$ cat config.mk
export PLATFORM = sky130hd
export DESIGN_NAME = port_device_identification_core
export DESIGN_NICKNAME = d
export VERILOG_FILES = /design/src/rtl/pdi_pkg.sv /design/src/rtl/port_device_identification_core.sv /design/src/rtl/pdi_seq.sv
export SDC_FILE = /design/constraint.sdc
export NUM_CORES = 1
export LEC_CHECK = 0
export ABC_AREA = 1
export BUFFER_PORTS_ARGS = -buffer_cell sky130_fd_sc_hd__buf_2
export CAP_MARGIN = 10
export CORE_ASPECT_RATIO = 0.5
export CORE_MARGIN = 2
export CORE_UTILIZATION = 54
export DETAILED_ROUTE_END_ITERATION = 10
export GPL_ROUTABILITY_DRIVEN = 0
export HOLD_SLACK_MARGIN = 0.12
export PLACE_DENSITY = 0.78
export SLEW_MARGIN = 0
export SYNTH_ARGS = -nofsm -noshare
export SYNTH_HDL_FRONTEND = slang
export SYNTH_SLANG_ARGS = --single-unit
$ cat constraint.sdc
create_clock -name clk_i -period 2.59 [get_ports clk_i]
set_input_delay 0.259 -clock clk_i [delete_from_list [all_inputs] [get_ports clk_i]]
set_output_delay 0.259 -clock clk_i [all_outputs]
set_load 0.01 [all_outputs]
$ cat src/rtl/pdi_pkg.sv
`timescale 1ns / 1ps

package pdi_pkg;

  // ID1 group codes
  localparam logic [1:0] GRP_GND  = 2'd0;
  localparam logic [1:0] GRP_VCC  = 2'd1;
  localparam logic [1:0] GRP_PD   = 2'd2;
  localparam logic [1:0] GRP_OPEN = 2'd3;

  // device type codes
  localparam logic [3:0] T_NONE   = 4'd0;
  localparam logic [3:0] T_TOUCH  = 4'd10;
  localparam logic [3:0] T_TPOINT = 4'd11;
  localparam logic [3:0] T_3PART  = 4'd12;
  localparam logic [3:0] T_EXPLOD = 4'd13;
  localparam logic [3:0] T_UART   = 4'd14;

  // pin drive codes
  localparam logic [1:0] TX_LOW   = 2'd0;
  localparam logic [1:0] TX_HIGH  = 2'd1;
  localparam logic [1:0] TX_FLOAT = 2'd2;
  localparam logic [1:0] ID2_IN   = 2'd0;
  localparam logic [1:0] ID2_HIGH = 2'd1;
  localparam logic [1:0] ID2_LOW  = 2'd2;

  // probe sequencer phases
  localparam logic [3:0] PH_START     = 4'd0;
  localparam logic [3:0] PH_ID2_SAVE  = 4'd1;
  localparam logic [3:0] PH_ID2_CHECK = 4'd2;
  localparam logic [3:0] PH_TOUCH     = 4'd3;
  localparam logic [3:0] PH_ID1_CHECK = 4'd4;
  localparam logic [3:0] PH_ID1_FLOAT = 4'd5;
  localparam logic [3:0] PH_ID2_DRIVE = 4'd6;
  localparam logic [3:0] PH_ID1_SAVE  = 4'd7;
  localparam logic [3:0] PH_ID1_CMP   = 4'd8;
  localparam logic [3:0] PH_RX_HIGH   = 4'd9;
  localparam logic [3:0] PH_RX_LOW    = 4'd10;
  localparam logic [3:0] PH_FINISH    = 4'd11;

  localparam logic [7:0] MatchThresholdRst = 8'd20;
  localparam logic [7:0] MatchCntMax       = 8'd255;

  typedef struct packed {
    logic [3:0] phase;
    logic       saved;
    logic [1:0] grp;
    logic [3:0] ptype;
    logic [3:0] last_ptype;
    logic [7:0] match_cnt;
    logic [3:0] conn;
    logic [3:0] rep;
    logic [1:0] tx;
    logic       buf_en;
    logic [1:0] id2;
  } pdi_state_t;

  localparam pdi_state_t StateRst = '{
    phase:      PH_START,
    saved:      1'b0,
    grp:        GRP_OPEN,
    ptype:      T_NONE,
    last_ptype: T_NONE,
    match_cnt:  8'd0,
    conn:       T_NONE,
    rep:        T_NONE,
    tx:         TX_FLOAT,
    buf_en:     1'b0,
    id2:        ID2_IN
  };

  // 3x3 type table: row is the ID1 group (ground, supply, pull-down), col the ID2 response
  function automatic logic [3:0] type_lookup(input logic [1:0] grp, input logic [1:0] col);
    logic [3:0] t;
    begin
      t = 4'd0;
      case (grp)
        GRP_GND: t = 4'd1;
        GRP_VCC: t = 4'd4;
        GRP_PD:  t = 4'd7;
        default: t = 4'd0;
      endcase
      type_lookup = t + {2'b00, col};
    end
  endfunction

endpackage

$ cat src/rtl/port_device_identification_core.sv
`timescale 1ns / 1ps

// Channel   Handshake                        Payload
// input     in_valid_i / in_ready_o          id1_level_i, id2_level_i, rx_level_i
// result    out_valid_o / out_ready_i        tx_drive_o, buffer_drive_o, id2_drive_o,
//                                            connected_type_o, type_changed_o, uart_select_o
// config    match_threshold_we_i             match_threshold_i
//
// One tick transaction in, one result out, registered in the cycle after it is accepted.
// Sustains one transaction per cycle unless a held result stalls it (see below):
// the sequencer update is a single pass between the state registers, which double as the result register.
// in_ready_o drops only while a result is held and out_ready_i is low.
// Reset puts the sequencer at the start of a probe with all pins floating.
module port_device_identification_core (
  input  logic       clk_i,
  input  logic       rst_ni,
  input  logic       in_valid_i,
  output logic       in_ready_o,
  input  logic       id1_level_i,
  input  logic       id2_level_i,
  input  logic       rx_level_i,
  output logic       out_valid_o,
  input  logic       out_ready_i,
  output logic [1:0] tx_drive_o,
  output logic       buffer_drive_o,
  output logic [1:0] id2_drive_o,
  output logic [3:0] connected_type_o,
  output logic       type_changed_o,
  output logic       uart_select_o,
  input  logic       match_threshold_we_i,
  input  logic [7:0] match_threshold_i
);

  pdi_pkg::pdi_state_t st_q, st_d;
  logic                changed_q, changed_d;
  logic                out_valid_q;
  logic [7:0]          threshold_q;
  logic                in_acc;

  assign in_ready_o = !out_valid_q || out_ready_i;
  assign in_acc     = in_valid_i && in_ready_o;

  pdi_seq u_seq (
    .st_i        (st_q),
    .id1_i       (id1_level_i),
    .id2_i       (id2_level_i),
    .rx_i        (rx_level_i),
    .threshold_i (threshold_q),
    .st_o        (st_d),
    .changed_o   (changed_d)
  );

  always_ff @(posedge clk_i or negedge rst_ni) begin
    if (!rst_ni) begin
      st_q        <= pdi_pkg::StateRst;
      changed_q   <= 1'b0;
      out_valid_q <= 1'b0;
      threshold_q <= pdi_pkg::MatchThresholdRst;
    end else begin
      if (match_threshold_we_i) threshold_q <= match_threshold_i;
      if (in_acc) begin
        st_q      <= st_d;
        changed_q <= changed_d;
      end
      if (in_acc) out_valid_q <= 1'b1;
      else if (out_ready_i) out_valid_q <= 1'b0;
    end
  end

  assign out_valid_o      = out_valid_q;
  assign tx_drive_o       = st_q.tx;
  assign buffer_drive_o   = st_q.buf_en;
  assign id2_drive_o      = st_q.id2;
  assign connected_type_o = st_q.conn;
  assign type_changed_o   = changed_q;
  assign uart_select_o    = (st_q.conn == pdi_pkg::T_UART);

  a_phase_range: assert property (@(posedge clk_i) disable iff (!rst_ni)
    st_q.phase <= pdi_pkg::PH_FINISH)
    else $error("probe phase out of range");

  a_cnt_below_max: assert property (@(posedge clk_i) disable iff (!rst_ni)
    st_q.match_cnt != pdi_pkg::MatchCntMax)
    else $error("match counter reached saturation value");

  a_uart_buf_off: assert property (@(posedge clk_i) disable iff (!rst_ni)
    uart_select_o |-> !buffer_drive_o)
    else $error("buffer enabled while muxed to UART");

  a_uart_frozen: assert property (@(posedge clk_i) disable iff (!rst_ni)
    in_acc && uart_select_o |=> $stable(st_q.phase) && $stable(st_q.conn))
    else $error("sequencer moved after UART selection");

  a_changed_sync: assert property (@(posedge clk_i) disable iff (!rst_ni)
    in_acc |=> st_q.rep == st_q.conn)
    else $error("reported type out of step with connected type");

endmodule

$ cat src/rtl/pdi_seq.sv
`timescale 1ns / 1ps

// One tick of the probe sequencer plus debounce of the connected type.
module pdi_seq (
  input  pdi_pkg::pdi_state_t st_i,
  input  logic                id1_i,
  input  logic                id2_i,
  input  logic                rx_i,
  input  logic [7:0]          threshold_i,
  output pdi_pkg::pdi_state_t st_o,
  output logic                changed_o
);

  logic [7:0] cnt_inc;

  assign cnt_inc = (st_i.match_cnt < pdi_pkg::MatchCntMax) ? st_i.match_cnt + 8'd1
                                                           : st_i.match_cnt;

  always_comb begin
    st_o      = st_i;
    changed_o = 1'b0;
    if (st_i.conn != pdi_pkg::T_UART) begin
      unique case (st_i.phase)
        pdi_pkg::PH_ID2_SAVE: begin
          st_o.saved = id2_i;
          st_o.tx    = pdi_pkg::TX_LOW;
          st_o.phase = pdi_pkg::PH_ID2_CHECK;
        end
        pdi_pkg::PH_ID2_CHECK: begin
          if (st_i.saved && !id2_i) begin
            st_o.ptype  = pdi_pkg::T_TOUCH;
            st_o.buf_en = 1'b1;
            st_o.tx     = pdi_pkg::TX_FLOAT;
            st_o.phase  = pdi_pkg::PH_TOUCH;
          end else if (!st_i.saved && id2_i) begin
            st_o.ptype = pdi_pkg::T_TPOINT;
            st_o.phase = pdi_pkg::PH_FINISH;
          end else begin
            st_o.saved = id1_i;
            st_o.tx    = pdi_pkg::TX_HIGH;
            st_o.phase = pdi_pkg::PH_ID1_CHECK;
          end
        end
        pdi_pkg::PH_TOUCH: begin
          st_o.phase = pdi_pkg::PH_FINISH;
        end
        pdi_pkg::PH_ID1_CHECK: begin
          if (st_i.saved && id1_i) begin
            st_o.grp   = pdi_pkg::GRP_VCC;
            st_o.phase = pdi_pkg::PH_ID2_DRIVE;
          end else if (!st_i.saved && !id1_i) begin
            st_o.grp   = pdi_pkg::GRP_GND;
            st_o.phase = pdi_pkg::PH_ID2_DRIVE;
          end else begin
            st_o.buf_en = 1'b1;
            st_o.tx     = pdi_pkg::TX_FLOAT;
            st_o.phase  = pdi_pkg::PH_ID1_FLOAT;
          end
        end
        pdi_pkg::PH_ID1_FLOAT: begin
          st_o.grp   = id1_i ? pdi_pkg::GRP_OPEN : pdi_pkg::GRP_PD;
          st_o.phase = pdi_pkg::PH_ID2_DRIVE;
        end
        pdi_pkg::PH_ID2_DRIVE: begin
          st_o.buf_en = 1'b1;
          st_o.tx     = pdi_pkg::TX_FLOAT;
          st_o.id2    = pdi_pkg::ID2_HIGH;
          st_o.phase  = pdi_pkg::PH_ID1_SAVE;
        end
        pdi_pkg::PH_ID1_SAVE: begin
          st_o.saved = id1_i;
          st_o.id2   = pdi_pkg::ID2_LOW;
          st_o.phase = pdi_pkg::PH_ID1_CMP;
        end
        pdi_pkg::PH_ID1_CMP: begin
          if (st_i.saved && !id1_i) begin
            if (st_i.grp == pdi_pkg::GRP_OPEN) st_o.ptype = pdi_pkg::T_3PART;
            st_o.phase = pdi_pkg::PH_FINISH;
          end else if (!st_i.saved && id1_i) begin
            st_o.ptype = pdi_pkg::T_EXPLOD;
            st_o.phase = pdi_pkg::PH_FINISH;
          end else begin
            st_o.tx     = pdi_pkg::TX_HIGH;
            st_o.buf_en = 1'b0;
            st_o.id2    = pdi_pkg::ID2_HIGH;
            st_o.phase  = pdi_pkg::PH_RX_HIGH;
          end
        end
        pdi_pkg::PH_RX_HIGH: begin
          if (rx_i) begin
            st_o.id2   = pdi_pkg::ID2_LOW;
            st_o.phase = pdi_pkg::PH_RX_LOW;
          end else begin
            // open group with the ID2 pull missing is a UART device
            st_o.ptype = (st_i.grp != pdi_pkg::GRP_OPEN) ? pdi_pkg::type_lookup(st_i.grp, 2'd0)
                                                         : pdi_pkg::T_UART;
            st_o.phase = pdi_pkg::PH_FINISH;
          end
        end
        pdi_pkg::PH_RX_LOW: begin
          if (st_i.grp != pdi_pkg::GRP_OPEN)
            st_o.ptype = pdi_pkg::type_lookup(st_i.grp, rx_i ? 2'd1 : 2'd2);
          st_o.phase = pdi_pkg::PH_FINISH;
        end
        pdi_pkg::PH_FINISH: begin
          st_o.id2    = pdi_pkg::ID2_IN;
          st_o.tx     = pdi_pkg::TX_LOW;
          st_o.buf_en = 1'b0;
          if (st_i.ptype == st_i.last_ptype) begin
            if (cnt_inc >= threshold_i) begin
              st_o.conn      = st_i.ptype;
              st_o.match_cnt = cnt_inc - 8'd1;
            end else begin
              st_o.match_cnt = cnt_inc;
            end
          end else begin
            st_o.match_cnt = 8'd0;
          end
          st_o.last_ptype = st_i.ptype;
          st_o.phase      = pdi_pkg::PH_START;
        end
        default: begin
          st_o.ptype  = pdi_pkg::T_NONE;
          st_o.grp    = pdi_pkg::GRP_OPEN;
          st_o.tx     = pdi_pkg::TX_HIGH;
          st_o.buf_en = 1'b0;
          st_o.id2    = pdi_pkg::ID2_IN;
          st_o.phase  = pdi_pkg::PH_ID2_SAVE;
        end
      endcase
    end

    if (st_o.conn != st_i.rep) begin
      st_o.rep  = st_o.conn;
      changed_o = 1'b1;
      if (st_o.conn == pdi_pkg::T_UART) st_o.buf_en = 1'b0;
    end
  end

endmodule
==> metrics.txt <==
failing checks setup timing; RSZ-0062 raised after global routing true; worst-margin pin slew 1.01 ns; DR iter-0 viols 202; final std cells w/o fill 574; Via density 5.42; WP buf/inv 3; Fill cells 435; # IOs 29; crit-path max FO 6; WL final 7.98 mm; critical path type reg -> reg; ANT nets after route 0; cell with the most instances after synthesis nand2_1; Final Critical Period 2.84 ns; Avg Synthesized Cell Area 7.31 um2; Max Used Layer met4; Mapped Cells 436; status finished, violations left; post-DP HPWL 5.41 mm; clock-pin slew on the worst setup and hold paths 0.06 ns; fin area 0.00392 mm2; worst min path class in -> async; library cells used by synthesis 39; initial antenna violation count 0; metal2 WL 3.63 mm; chip width 113 um; top_reg_cell synth dfrtp_1; TritonCTS clock tree built; syn nets 469; GRT Residual Overflow 0; Slew Limit Headroom 32.5%; Crit path max-delay family simple AND/OR/NAND/NOR gates; Clock Tree Buf Depth 2; most frequent cells after synthesis nand2_1, inv_1, dfrtp_1, o21ai_0, nor2_1; worst path arrival time 3.02 ns; Hold-fix buffers, CTS 0; FF+latch count, synth 46; VDD IR max 0.000499 V; vias in the first global route 2951; total clock sinks 46; diode count 0; max cap viols 0; Num CTS Buffers 5; Fin Hold WS 0.129 ns; die footprint 0.00657 mm2; Worst EP required 2.77 ns; EDFF count, synth 0; Leakage Power 2.15 nW; sequential fraction of the synthesis area 36.3%; fin nets 533; CTS H-Tree Depth 2; PwrDens 915 mW/mm2; drt pass-1 iters 5; WL met3 564 um; first-pass GRT wire length 13.4 mm; Residual DRC 0; Cell Chain, Critical Path nand2_2 -> nor2_4 -> nand4_1 -> o21ai_0 -> inv_1 -> ha_1 -> nand2_1 -> o21a_1 -> nand2_4 -> buf_4 -> buf_6 -> nand2_2 -> nor2_4 -> nand4_1 -> nand2_1 -> o21ai_1; Post-synth ARST share 100%; Mapped Area 0.00319 mm2; clock skew 0.00502 ns; I/O Buffers 28; largest net degree at the start of global routing 47; layout cells sized above 1 25.9%; CP peak stage delay 0.37 ns; num rows 19; final number of setup-violating endpoints 14; Root Buffer clkbuf_16; placed cells 554; Yosys warnings 0; CP startpoint kind flop; area grow syn2layout 23.0%; Setup WS post-layout -0.246 ns; Area after DPL 0.00357 mm2; CP endpoint kind flop; total track usage 25.8%; period utilisation layout 109%; Avg WL per Cell 13.9 um; top cell type's share of synthesized area 32.2%; wire length on met1 3.60 mm; core area 0.00559 mm2; Crit-path slowest cell dfrtp_1; Fmax achieved 353 MHz; Via Count 3110; Synth area leader dfrtp_1; initial core utilization 57.0%; insertion delay to the later sink of the worst-skew pair 0.29 ns; Area contributors post-synth dfrtp_1, nand2_1, inv_1; fin. max-slew vios 0; Fin. Hold Viols 0; Die Y 58.3 um
==> state kept, by name (all words and copies together) (netlist names) <==
name              cells
st_q                 27
threshold_q           8
connected_type_o      4
id2_drive_o           2
tx_drive_o            2
buffer_drive_o        1
out_valid_o           1
type_changed_o        1
==> cell usage in the layout (no fill, tap or decap), types with 7 or more instances in the layout <==
master	instances
nand2_1	112
inv_1	61
dfrtp_1	41
buf_4	39
o21ai_0	37
buf_2	28
nor2_1	24
nand3_1	16
ha_1	16
a21oi_1	12
nand4_1	11
nand2_2	9
o21ai_1	7
==> area by class of cell <==
| cell class | count | area, um2 | share of cell area, % |
|---|---|---|---|
| multi-input combinational | 313 | 1820 | 46.5 |
| sequential | 46 | 1160 | 29.5 |
| timing repair buffer | 69 | 455 | 11.6 |
| inverter | 65 | 244 | 6.23 |
| clock buffer | 7 | 143 | 3.64 |
| tap | 73 | 91.3 | 2.33 |
| clock inverter | 1 | 5.00 | 0.128 |
==> routing by layer <==
| metal | vias to the layer above | track usage (%) |
|---|---|---|
| met5 | - | 0 |
| met4 | 0 | 9.58 |
| met3 | 25 | 7.11 |
| met2 | 121 | 42.8 |
| met1 | 1423 | 33.2 |
| li1 | 1541 | - |
==> report_power, final <==
group	internal (mW)	total, mW	switching [mW]
logic	0.744	1.83	1.08
clock network	0.383	0.657	0.274
registers	0.928	1.10	0.175
==> worst paths after layout <==
path                                 startpoint             end  slack (ns)  cells after the start
min in group clk_i         match_threshold_i[6]  threshold_q[6]        0.17                      3
min reg2reg                      id2_drive_o[0]  id2_drive_o[0]        0.47                      1
max in group asynchronous                rst_ni        st_q[34]        1.82                      1
max                                    st_q[16]        st_q[20]       -0.25                     16
max reg2reg                            st_q[16]        st_q[20]       -0.25                     16
min                                      rst_ni   tx_drive_o[0]        0.13                      1
==> logic make-up (layout without fill, tap and decap cells) <==
kind of cell,Yosys count,after routing,synth area share [%]
muxes,2,2,0.707
DFF,46,46,36.3
buffers and inverters,77,142,10.1
AOI/OAI and AO/OA,82,82,14.5
and+or+nand+nor,202,202,28.9
xor gates and xnor gates,10,10,2.75
adders and majority gates,17,17,6.68
==> through the flow <==
step / power [mW] / util, % / TNS [ns] / worst slack (ns)
floorplan: 2.21 / - / 0 / 0.0173
global placement: 2.61 / 63.9 / -0.129 / -0.0280
detailed placement: 2.63 / 63.9 / -0.861 / -0.122
CTS: 3.46 / 68.9 / -0.363 / -0.0701
global route: 3.87 / 70.1 / -4.80 / -0.409
finish: 3.59 / 70.1 / -2.42 / -0.246
==> timing repair <==
| item | in CTS | in global routing |
|---|---|---|
| pin swaps | 13 | 7 |
| endpoints found under the setup margin | 11 | 18 |
| resized for setup | 15 | 17 |
| buffers inserted | 10 | 2 |
Note: power is estimated with default switching activity, not from simulation.
